--- config.mk ---
export PLATFORM = sky130hd
export DESIGN_NAME = bth_ctrl
export DESIGN_NICKNAME = d
export VERILOG_FILES = /design/src/hdl/bth_pkg.sv /design/src/hdl/bth_ctrl.sv
export SDC_FILE = /design/constraint.sdc
export NUM_CORES = 1
export LEC_CHECK = 0
export BUFFER_PORTS_ARGS = -buffer_cell sky130_fd_sc_hd__buf_2
export CAP_MARGIN = 20
export CORE_ASPECT_RATIO = 1.25
export CORE_MARGIN = 2
export CORE_UTILIZATION = 45
export CTS_BUF_LIST = sky130_fd_sc_hd__clkbuf_4 sky130_fd_sc_hd__clkbuf_8
export DETAILED_ROUTE_END_ITERATION = 16
export PLACE_DENSITY = 0.69
export SETUP_SLACK_MARGIN = 0.2
export SLEW_MARGIN = 20
export SYNTH_ARGS = -nofsm -noshare
export SYNTH_HDL_FRONTEND = slang
export SYNTH_SLANG_ARGS = --single-unit
export TNS_END_PERCENT = 1
--- constraint.sdc ---
create_clock -name i_clk -period 3.5 [get_ports i_clk]
set_input_delay 0.175 -clock i_clk [delete_from_list [all_inputs] [get_ports i_clk]]
set_output_delay 0.175 -clock i_clk [all_outputs]
set_load 0.01 [all_outputs]
--- src/hdl/bth_pkg.sv ---
package bth_pkg;

    localparam int HEAP_BYTES = 262144;
    localparam int HEAP8      = HEAP_BYTES / 8;
    localparam int MIN8       = 2;
    localparam int OFF_W      = $clog2(HEAP8) + 1;
    localparam int TAG_WORDS  = HEAP8 * 2;
    localparam int TAG_AW     = $clog2(TAG_WORDS);
    localparam int TAG_W      = OFF_W + 1;
    localparam int NEED_W     = 30;
    localparam logic [31:0] HEAP_BASE_RST = 32'h0020_0000;

    localparam logic [1:0] MODE_ALLOC = 2'd0;
    localparam logic [1:0] MODE_FREE  = 2'd1;
    localparam logic [1:0] MODE_INIT  = 2'd2;

    localparam logic [1:0] ST_DONE    = 2'd0;
    localparam logic [1:0] ST_FAIL    = 2'd1;
    localparam logic [1:0] ST_IGNORED = 2'd2;

    localparam logic REG_HEAP_BASE = 1'b0;

    typedef enum logic [2:0] {
        OP_NONE,
        OP_LOAD,
        OP_INIT,
        OP_TAKE,
        OP_ADVANCE,
        OP_ADD_NEXT,
        OP_ADD_PREV
    } t_op;

    typedef enum logic {
        RS_CUR,
        RS_NEXT
    } t_rsel;

    typedef enum logic [2:0] {
        WS_NONE,
        WS_NEED_HDR,
        WS_NEED_FTR,
        WS_REST_HDR,
        WS_REST_FTR,
        WS_CUR_HDR,
        WS_CUR_FTR
    } t_wsel;

    typedef enum logic [2:0] {
        RES_NONE,
        RES_ALLOC_OK,
        RES_FAIL,
        RES_IGNORE,
        RES_DONE
    } t_res;

    typedef struct packed {
        t_op   op;
        t_rsel rsel;
        t_wsel wsel;
        logic  wr_alloc;
        t_res  res;
    } t_cmd;

    typedef struct packed {
        logic req_bad;
        logic data_null;
        logic off_end;
        logic rd_ok;
        logic rd_free;
        logic fit;
        logic split;
        logic hit;
        logic past;
        logic next_end;
        logic prev_free;
        logic out_busy;
    } t_stat;

    function automatic logic [TAG_AW-1:0] hdr_word(input logic [OFF_W-1:0] off);
        return {off[OFF_W-2:0], 1'b0};
    endfunction

    function automatic logic [TAG_AW-1:0] ftr_word(input logic [OFF_W-1:0] last);
        return {last[OFF_W-2:0], 1'b0} - TAG_AW'(1);
    endfunction

endpackage

--- src/hdl/bth_ctrl.sv ---
module bth_ctrl (
    input  logic           i_clk,
    input  logic           i_rst_n,
    input  logic           i_valid,
    input  logic [1:0]     i_mode,
    input  bth_pkg::t_stat i_stat,
    output logic           o_ready,
    output bth_pkg::t_cmd  o_cmd
);

    typedef enum logic [4:0] {
        S_INIT_SET,
        S_INIT_HDR,
        S_INIT_FTR,
        S_IDLE,
        S_A_CHECK,
        S_A_RD,
        S_A_EVAL,
        S_A_W0,
        S_A_W1,
        S_A_W2,
        S_A_W3,
        S_A_F0,
        S_A_F1,
        S_F_CHECK,
        S_F_RD,
        S_F_EVAL,
        S_F_NRD,
        S_F_NEVAL,
        S_F_PREV,
        S_F_W0,
        S_F_W1,
        S_FINISH
    } t_state;

    t_state        r_state, n_state;
    bth_pkg::t_res r_res, n_res;
    logic          r_reply, n_reply;

    always_comb begin
        n_state        = r_state;
        n_res          = r_res;
        n_reply        = r_reply;
        o_cmd          = '0;
        o_cmd.op       = bth_pkg::OP_NONE;
        o_cmd.rsel     = bth_pkg::RS_CUR;
        o_cmd.wsel     = bth_pkg::WS_NONE;
        o_cmd.wr_alloc = 1'b0;
        o_cmd.res      = bth_pkg::RES_NONE;
        o_ready        = 1'b0;
        case (r_state)
            S_INIT_SET: begin
                o_cmd.op = bth_pkg::OP_INIT;
                n_state  = S_INIT_HDR;
            end
            S_INIT_HDR: begin
                o_cmd.wsel = bth_pkg::WS_CUR_HDR;
                n_state    = S_INIT_FTR;
            end
            S_INIT_FTR: begin
                o_cmd.wsel = bth_pkg::WS_CUR_FTR;
                n_res      = bth_pkg::RES_DONE;
                n_state    = r_reply ? S_FINISH : S_IDLE;
            end
            S_IDLE: begin
                o_ready = 1'b1;
                if (i_valid) begin
                    o_cmd.op = bth_pkg::OP_LOAD;
                    case (i_mode)
                        bth_pkg::MODE_ALLOC: n_state = S_A_CHECK;
                        bth_pkg::MODE_FREE:  n_state = S_F_CHECK;
                        bth_pkg::MODE_INIT: begin
                            n_reply = 1'b1;
                            n_state = S_INIT_SET;
                        end
                        default: begin
                            n_res   = bth_pkg::RES_DONE;
                            n_state = S_FINISH;
                        end
                    endcase
                end
            end
            S_A_CHECK: begin
                if (i_stat.req_bad) begin
                    n_res   = bth_pkg::RES_FAIL;
                    n_state = S_FINISH;
                end else begin
                    n_state = S_A_RD;
                end
            end
            S_A_RD: begin
                if (i_stat.off_end) begin
                    n_res   = bth_pkg::RES_FAIL;
                    n_state = S_FINISH;
                end else begin
                    n_state = S_A_EVAL;
                end
            end
            S_A_EVAL: begin
                if (!i_stat.rd_ok) begin
                    n_res   = bth_pkg::RES_FAIL;
                    n_state = S_FINISH;
                end else if (i_stat.fit) begin
                    o_cmd.op = bth_pkg::OP_TAKE;
                    n_res    = bth_pkg::RES_ALLOC_OK;
                    n_state  = i_stat.split ? S_A_W0 : S_A_F0;
                end else begin
                    o_cmd.op = bth_pkg::OP_ADVANCE;
                    n_state  = S_A_RD;
                end
            end
            S_A_W0: begin
                o_cmd.wsel = bth_pkg::WS_NEED_HDR;
                n_state    = S_A_W1;
            end
            S_A_W1: begin
                o_cmd.wsel = bth_pkg::WS_NEED_FTR;
                n_state    = S_A_W2;
            end
            S_A_W2: begin
                o_cmd.wsel = bth_pkg::WS_REST_HDR;
                n_state    = S_A_W3;
            end
            S_A_W3: begin
                o_cmd.wsel = bth_pkg::WS_REST_FTR;
                n_state    = S_FINISH;
            end
            S_A_F0: begin
                o_cmd.wsel     = bth_pkg::WS_CUR_HDR;
                o_cmd.wr_alloc = 1'b1;
                n_state        = S_A_F1;
            end
            S_A_F1: begin
                o_cmd.wsel     = bth_pkg::WS_CUR_FTR;
                o_cmd.wr_alloc = 1'b1;
                n_state        = S_FINISH;
            end
            S_F_CHECK: begin
                if (i_stat.data_null) begin
                    n_res   = bth_pkg::RES_IGNORE;
                    n_state = S_FINISH;
                end else begin
                    n_state = S_F_RD;
                end
            end
            S_F_RD: begin
                if (i_stat.off_end) begin
                    n_res   = bth_pkg::RES_IGNORE;
                    n_state = S_FINISH;
                end else begin
                    n_state = S_F_EVAL;
                end
            end
            S_F_EVAL: begin
                if (!i_stat.rd_ok || (!i_stat.hit && i_stat.past)) begin
                    n_res   = bth_pkg::RES_IGNORE;
                    n_state = S_FINISH;
                end else if (i_stat.hit) begin
                    o_cmd.op = bth_pkg::OP_TAKE;
                    if (i_stat.rd_free) begin
                        n_res   = bth_pkg::RES_IGNORE;
                        n_state = S_FINISH;
                    end else begin
                        n_state = S_F_NRD;
                    end
                end else begin
                    o_cmd.op = bth_pkg::OP_ADVANCE;
                    n_state  = S_F_RD;
                end
            end
            S_F_NRD: begin
                o_cmd.rsel = bth_pkg::RS_NEXT;
                n_state    = i_stat.next_end ? S_F_PREV : S_F_NEVAL;
            end
            S_F_NEVAL: begin
                o_cmd.rsel = bth_pkg::RS_NEXT;
                if (i_stat.rd_ok && i_stat.rd_free) begin
                    o_cmd.op = bth_pkg::OP_ADD_NEXT;
                end
                n_state = S_F_PREV;
            end
            S_F_PREV: begin
                if (i_stat.prev_free) begin
                    o_cmd.op = bth_pkg::OP_ADD_PREV;
                end
                n_state = S_F_W0;
            end
            S_F_W0: begin
                o_cmd.wsel = bth_pkg::WS_CUR_HDR;
                n_state    = S_F_W1;
            end
            S_F_W1: begin
                o_cmd.wsel = bth_pkg::WS_CUR_FTR;
                n_res      = bth_pkg::RES_DONE;
                n_state    = S_FINISH;
            end
            S_FINISH: begin
                if (!i_stat.out_busy) begin
                    o_cmd.res = r_res;
                    n_reply   = 1'b0;
                    n_state   = S_IDLE;
                end
            end
            default: begin
                n_state = S_IDLE;
            end
        endcase
    end

    always_ff @(posedge i_clk) begin
        if (!i_rst_n) begin
            r_state <= S_INIT_SET;
            r_res   <= bth_pkg::RES_NONE;
            r_reply <= 1'b0;
        end else begin
            r_state <= n_state;
            r_res   <= n_res;
            r_reply <= n_reply;
        end
    end

    a_ftr_after_hdr: assert property (@(posedge i_clk) disable iff (!i_rst_n)
        (o_cmd.wsel == bth_pkg::WS_CUR_FTR) |-> ($past(o_cmd.wsel) == bth_pkg::WS_CUR_HDR))
        else $error("footer write without header write");

    a_load_leaves_idle: assert property (@(posedge i_clk) disable iff (!i_rst_n)
        (o_cmd.op == bth_pkg::OP_LOAD) |=> (r_state != S_IDLE))
        else $error("accepted request did not start");

    a_no_write_when_ready: assert property (@(posedge i_clk) disable iff (!i_rst_n)
        o_ready |-> ((o_cmd.wsel == bth_pkg::WS_NONE) && (o_cmd.res == bth_pkg::RES_NONE)))
        else $error("tag write or result while taking a request");

endmodule
==> Word-level counts from Yosys, hierarchy flattened <==
Cells that the tools add are included.
{ "word_totals": {"regBits": 9, "out_inout_bits": 12} }
{ "op_classes": {"n_eq_ne": 34, "muxes": 46, "reduce_logical": 19} }
{ "ops": {"columns": ["op", "n"], "rows": [
  ["$pmux 5 s20", 1],
  ["$mux 3", 20],
  ["$mux 5", 10],
  ["$eq 5x4->1 const B", 8],
  ["$pmux 3 s6", 2],
  ["$eq 5x5->1 const B", 6],
  ["$pmux 3 s8", 1],
  ["$eq 5x3->1 const B", 4],
  ["$pmux 5 s3", 1],
  ["$ne 2x2->1 const B", 7],
  ["$reduce_or 3->1", 4],
  ["$eq 5x2->1 const B", 2],
  ["$reduce_and 10->1", 1],
  ["$ne 3x3->1 const B", 3],
  ["$mux 4", 2],
  ["$reduce_bool 8->1", 1],
  ["$mux 1", 7],
  ["$reduce_or 2->1", 3],
  ["$eq 5x1->1 const B", 1],
  ["$logic_not 5->1", 1],
  ["$reduce_and 4->1", 1],
  ["$eq 2x1->1 const B", 1],
  ["$eq 2x2->1 const B", 1],
  ["$logic_and 1x1->1", 2],
  ["other kinds (8)", 9]
]} }

==> Logic depth before layout (Yosys ltp) <==
{ "logic_depth": {"depth_word": 5, "depth_mapped": 7, "ltp_nobuf": 5} }

==> Worst setup path before layout <==
Ideal clock, no wire load.
{ "synth_path": {"path_kind": "register to register", "start": "register r_state[2]", "end": "register r_res[2]", "arrival_time_ps": 1473, "required_ps": 3412, "setup_slack_ps": 1939, "stages_incl_launch_ff": 7, "n_path_buf": 1, "period_less_slack_ps": 1561, "cell_sequence": "dfxtp_1 buf_6 or3b_4 nor2_4 a32oi_1 and3_4 a311oi_2"} }
{ "synth_via": {"elab_chain_cells": 4, "word_cells_on_any_way": 22, "cone_classes": "18 x eq/ne; 1 x mux; 3 x reduce/logical"} }
{ "synth_rtl": {"columns": ["element", "line", "text"], "rows": [
  ["start, declared", "bth_ctrl.sv:36", "t_state r_state, n_state;"],
  ["start signal, assigned", "bth_ctrl.sv:216", "r_state <= n_state;"],
  ["$eq 5x5->1 / $eq 5x2->1 (equally long branches)", "bth_ctrl.sv:51", "case (r_state)"],
  ["$reduce_or 2->1 (no source line)", null, null],
  ["$reduce_bool 8->1 (no source line)", null, null],
  ["$reduce_and 10->1 (no source line)", null, null],
  ["end signal, assigned", "bth_ctrl.sv:213", "r_res <= bth_pkg::RES_NONE;"],
  ["end signal, assigned", "bth_ctrl.sv:217", "r_res <= n_res;"],
  ["end, declared", "bth_ctrl.sv:37", "bth_pkg::t_res r_res, n_res;"]
]} }
Parallel ways exist; a longest one is shown, timed or not.
A chain may end at the register's enable or synchronous reset.

==> results.toml <==
[sta]
hold_viol_final = 0
maxSlewViolCount = 0
setup_violations = 0
holdWs_ns = 0.2112
layout_min_cycle_time_ns = 2.341
maxSlewHeadroom_pct = 48.98
max_slew.worst_pin.slew_ns = 0.7642
rsz0062_at_grt = "no"
fin_worst_skew_ns = 0.004017
fin_setup_tns_ns = 0
clock.fmax_mhz = 427.3
timing.final.ws_setup_ns = 1.159
period_share_pct = 66.87

[setup_path]
startpoint_type = "register"
critical_path_required_ns = 3.32
cp_cell_sequence = "buf_4 > inv_1 > nor2_1 > and3_1 > a21oi_1 > o21ai_0 > buf_2"
worst_ep_arrival_time_ns = 2.17
reg2reg_depth = 5
critPathKind = "register to output port"
cpMaxStageDelayCell = "dfxtp_1"
cp-end-kind = "output port"
path_max_fanout = 16
max_stage_delay_ns = 0.57

[floorplanning]
rows = 20
die_w_um = 49.48
start_util_pct = 47.45
boundaryPins = 29
fp.coreArea_um2 = 2452
die_h_um = 60.86
die_area_um2 = 3011

[min_path]
hold_class = "input pin to register"
hold_depth = 2

[finish]
fill_cells = 266
instances_no_fill = 229
area_growth_pct = 13.33
multi_input_area_um2 = 869.6
drive_gt1_share_pct = 21.43
fin_nets = 214
seqCellArea_um2 = 180.2
diodes = 0

[global_route]
grtUsageTotal_pct = 25.98
grt_overflow = 0
grt_max_degree = 25
antenna_found_initial = 0
met3_usage_pct = 2.709
grt_pass1_vias = 1354
gr-usage-met2_pct = 44.98
busiest_layer = "met2"
grt_pass1_wl_mm = 6.085
grt_util_met1_pct = 30.94

[clock_network]
cts_tree = "yes"
cts-root-buf = "clkbuf_4"
clkSlewWorstSetupHoldPaths_ns = 0.07
clock_insertion_delay_worst_skew_ns = 0.27
postCtsSetupBuffers = 0
htree_levels = 1
clock-sinks = 9
cts_resized = 0
cts_hold_repair.buffers = 0
clk_path_buf_depth = 2
cts_buffers = 3

[routing]
drc = 0
via_per_inst = 6.721
ant_nets = 0
wl_mm = 3.800
drt_pass1_iterations = 5
wl_per_cell_um = 16.59
num_vias = 1539
drt_iter0_markers = 93

[job]
drv_cap = 0

[synthesis]
synth-warning-count = 0
yosysTopAreaCellShare_pct = 15.48
synth_nets = 194
synth-seq-cells = 9
ys_types = 52
synth_edf_count = 0
async_reset_ff_share_pct = 0
yosysSeqAreaShare_pct = 15.48
netlist_area_um2 = 1164
synth_area_leader_cell = "dfxtp_1"
syn_inst = 177
synth_ff_type = "dfxtp_1"
avgSynthCellArea_um2 = 6.574
synth.area.top_cells = "dfxtp_1 15%, o21ai_0 7.3%, nand2_1 5.8%, nor2_1 5.2%, a21oi_1 4.7%"

[pwr]
p_leak_nw = 0.5241
max-vdd-ir-drop_uv = 344.2
powerDensity_nw_per_um2 = 725.5

[place]
place.gp.congestion = 0.9400
hpwl_mm = 2.946
dp_cells = 225
pre_cts_slack_ns = 1.406
port_buffers = 28

[outcome]
outcome = "completed"
-- worst paths after layout --
kind	to	slack, ns	start
hold reg to reg	r_res[0]$_SDFFE_PN0P_	0.46	r_res[0]$_SDFFE_PN0P_
hold / removal	r_state[3]$_SDFFE_PN0P_	0.21	i_rst_n
setup / recovery	o_cmd[10]	1.16	r_state[0]$_SDFFE_PN0P_
setup reg to reg	r_state[4]$_SDFFE_PN0P_	1.32	r_state[1]$_SDFFE_PN0P_
-- cells in the final DEF, fill, tap and decap left out, types with 3 or more instances in the layout --
cell type / synthesis / layout
nand4_1: 6 / 6
nand2_1: 18 / 18
nand3_1: 9 / 9
buf_4: 0 / 3
a32oi_1: 3 / 3
o21ai_0: 17 / 17
a21oi_1: 11 / 11
clkbuf_4: 0 / 3
and2_1: 3 / 3
nor3_1: 3 / 3
a22oi_1: 3 / 3
buf_2: 6 / 28
a41oi_1: 4 / 4
a31oi_1: 5 / 5
mux2i_1: 3 / 3
nor2_1: 16 / 16
inv_1: 9 / 9
dfxtp_1: 9 / 9
and3_1: 3 / 3
nor2b_1: 5 / 5
-- sequential cells by signal, indices dropped and copies added (netlist names) --
name and cells:
r_reply 1, r_res 3, r_state 5
-- kinds of logic after synthesis --
logic type	Yosys count	share of synthesized area, %
AOI/OAI and AO/OA	60	35.27
xor gates and xnor gates	1	0.7528
and+or+nand+nor	77	35.16
muxes	4	3.548
buffers and inverters	26	9.783
DFF	9	15.48
-- critical path, delay by kind of cell, from the launching register on --
kind | cells | cell delay [ns]
and+or+nand+nor | 2 | 0.54
DFF | 1 | 0.57
AOI/OAI and AO/OA | 2 | 0.19
buffers and inverters | 3 | 0.60
-- synth_stat cells, types with 3 or more instances --
| cell type | number |
|---|---|
| nand2_1 | 18 |
| o21ai_0 | 17 |
| nor2_1 | 16 |
| a21oi_1 | 11 |
| dfxtp_1 | 9 |
| inv_1 | 9 |
| nand3_1 | 9 |
| buf_2 | 6 |
| nand4_1 | 6 |
| a31oi_1 | 5 |
| nor2b_1 | 5 |
| a41oi_1 | 4 |
| buf_1 | 4 |
| clkbuf_1 | 4 |
| a22oi_1 | 3 |
| a32oi_1 | 3 |
| and2_1 | 3 |
| and3_1 | 3 |
| mux2i_1 | 3 |
| nor3_1 | 3 |
-- layer usage --
layer | up-vias | share of wire [%]
met5 | - | 0
met4 | 0 | 4.6
met3 | 18 | 11
met2 | 125 | 46
met1 | 688 | 38
li1 | 708 | -
-- where the power goes --
part           internal (mW)  switching [mW]
combinational          0.258           0.383
sequential             0.132           0.102
clock                 0.0423          0.0402
-- area by class of cell --
| class | instances | share of cell area (%) |
|---|---|---|
| inverters | 10 | 2.846 |
| clock buffers | 3 | 1.708 |
| well taps | 33 | 3.131 |
| repair buffers | 31 | 12.33 |
| flip-flops and latches | 9 | 13.66 |
| clock inverters | 1 | 0.3795 |
| multi-input cells | 142 | 65.94 |
-- through the flow --
stage	utilization [%]	cell area (um^2)	total power [mW]
after CTS	53.78	1319	0.9406
after global placement	52.65	1291	0.8603
final	53.78	1319	0.9568
after global routing	53.78	1319	1.037
after detailed placement	52.65	1291	0.8580
after floorplan	-	1164	0.6972
Note: power is estimated with default switching activity, not from simulation.
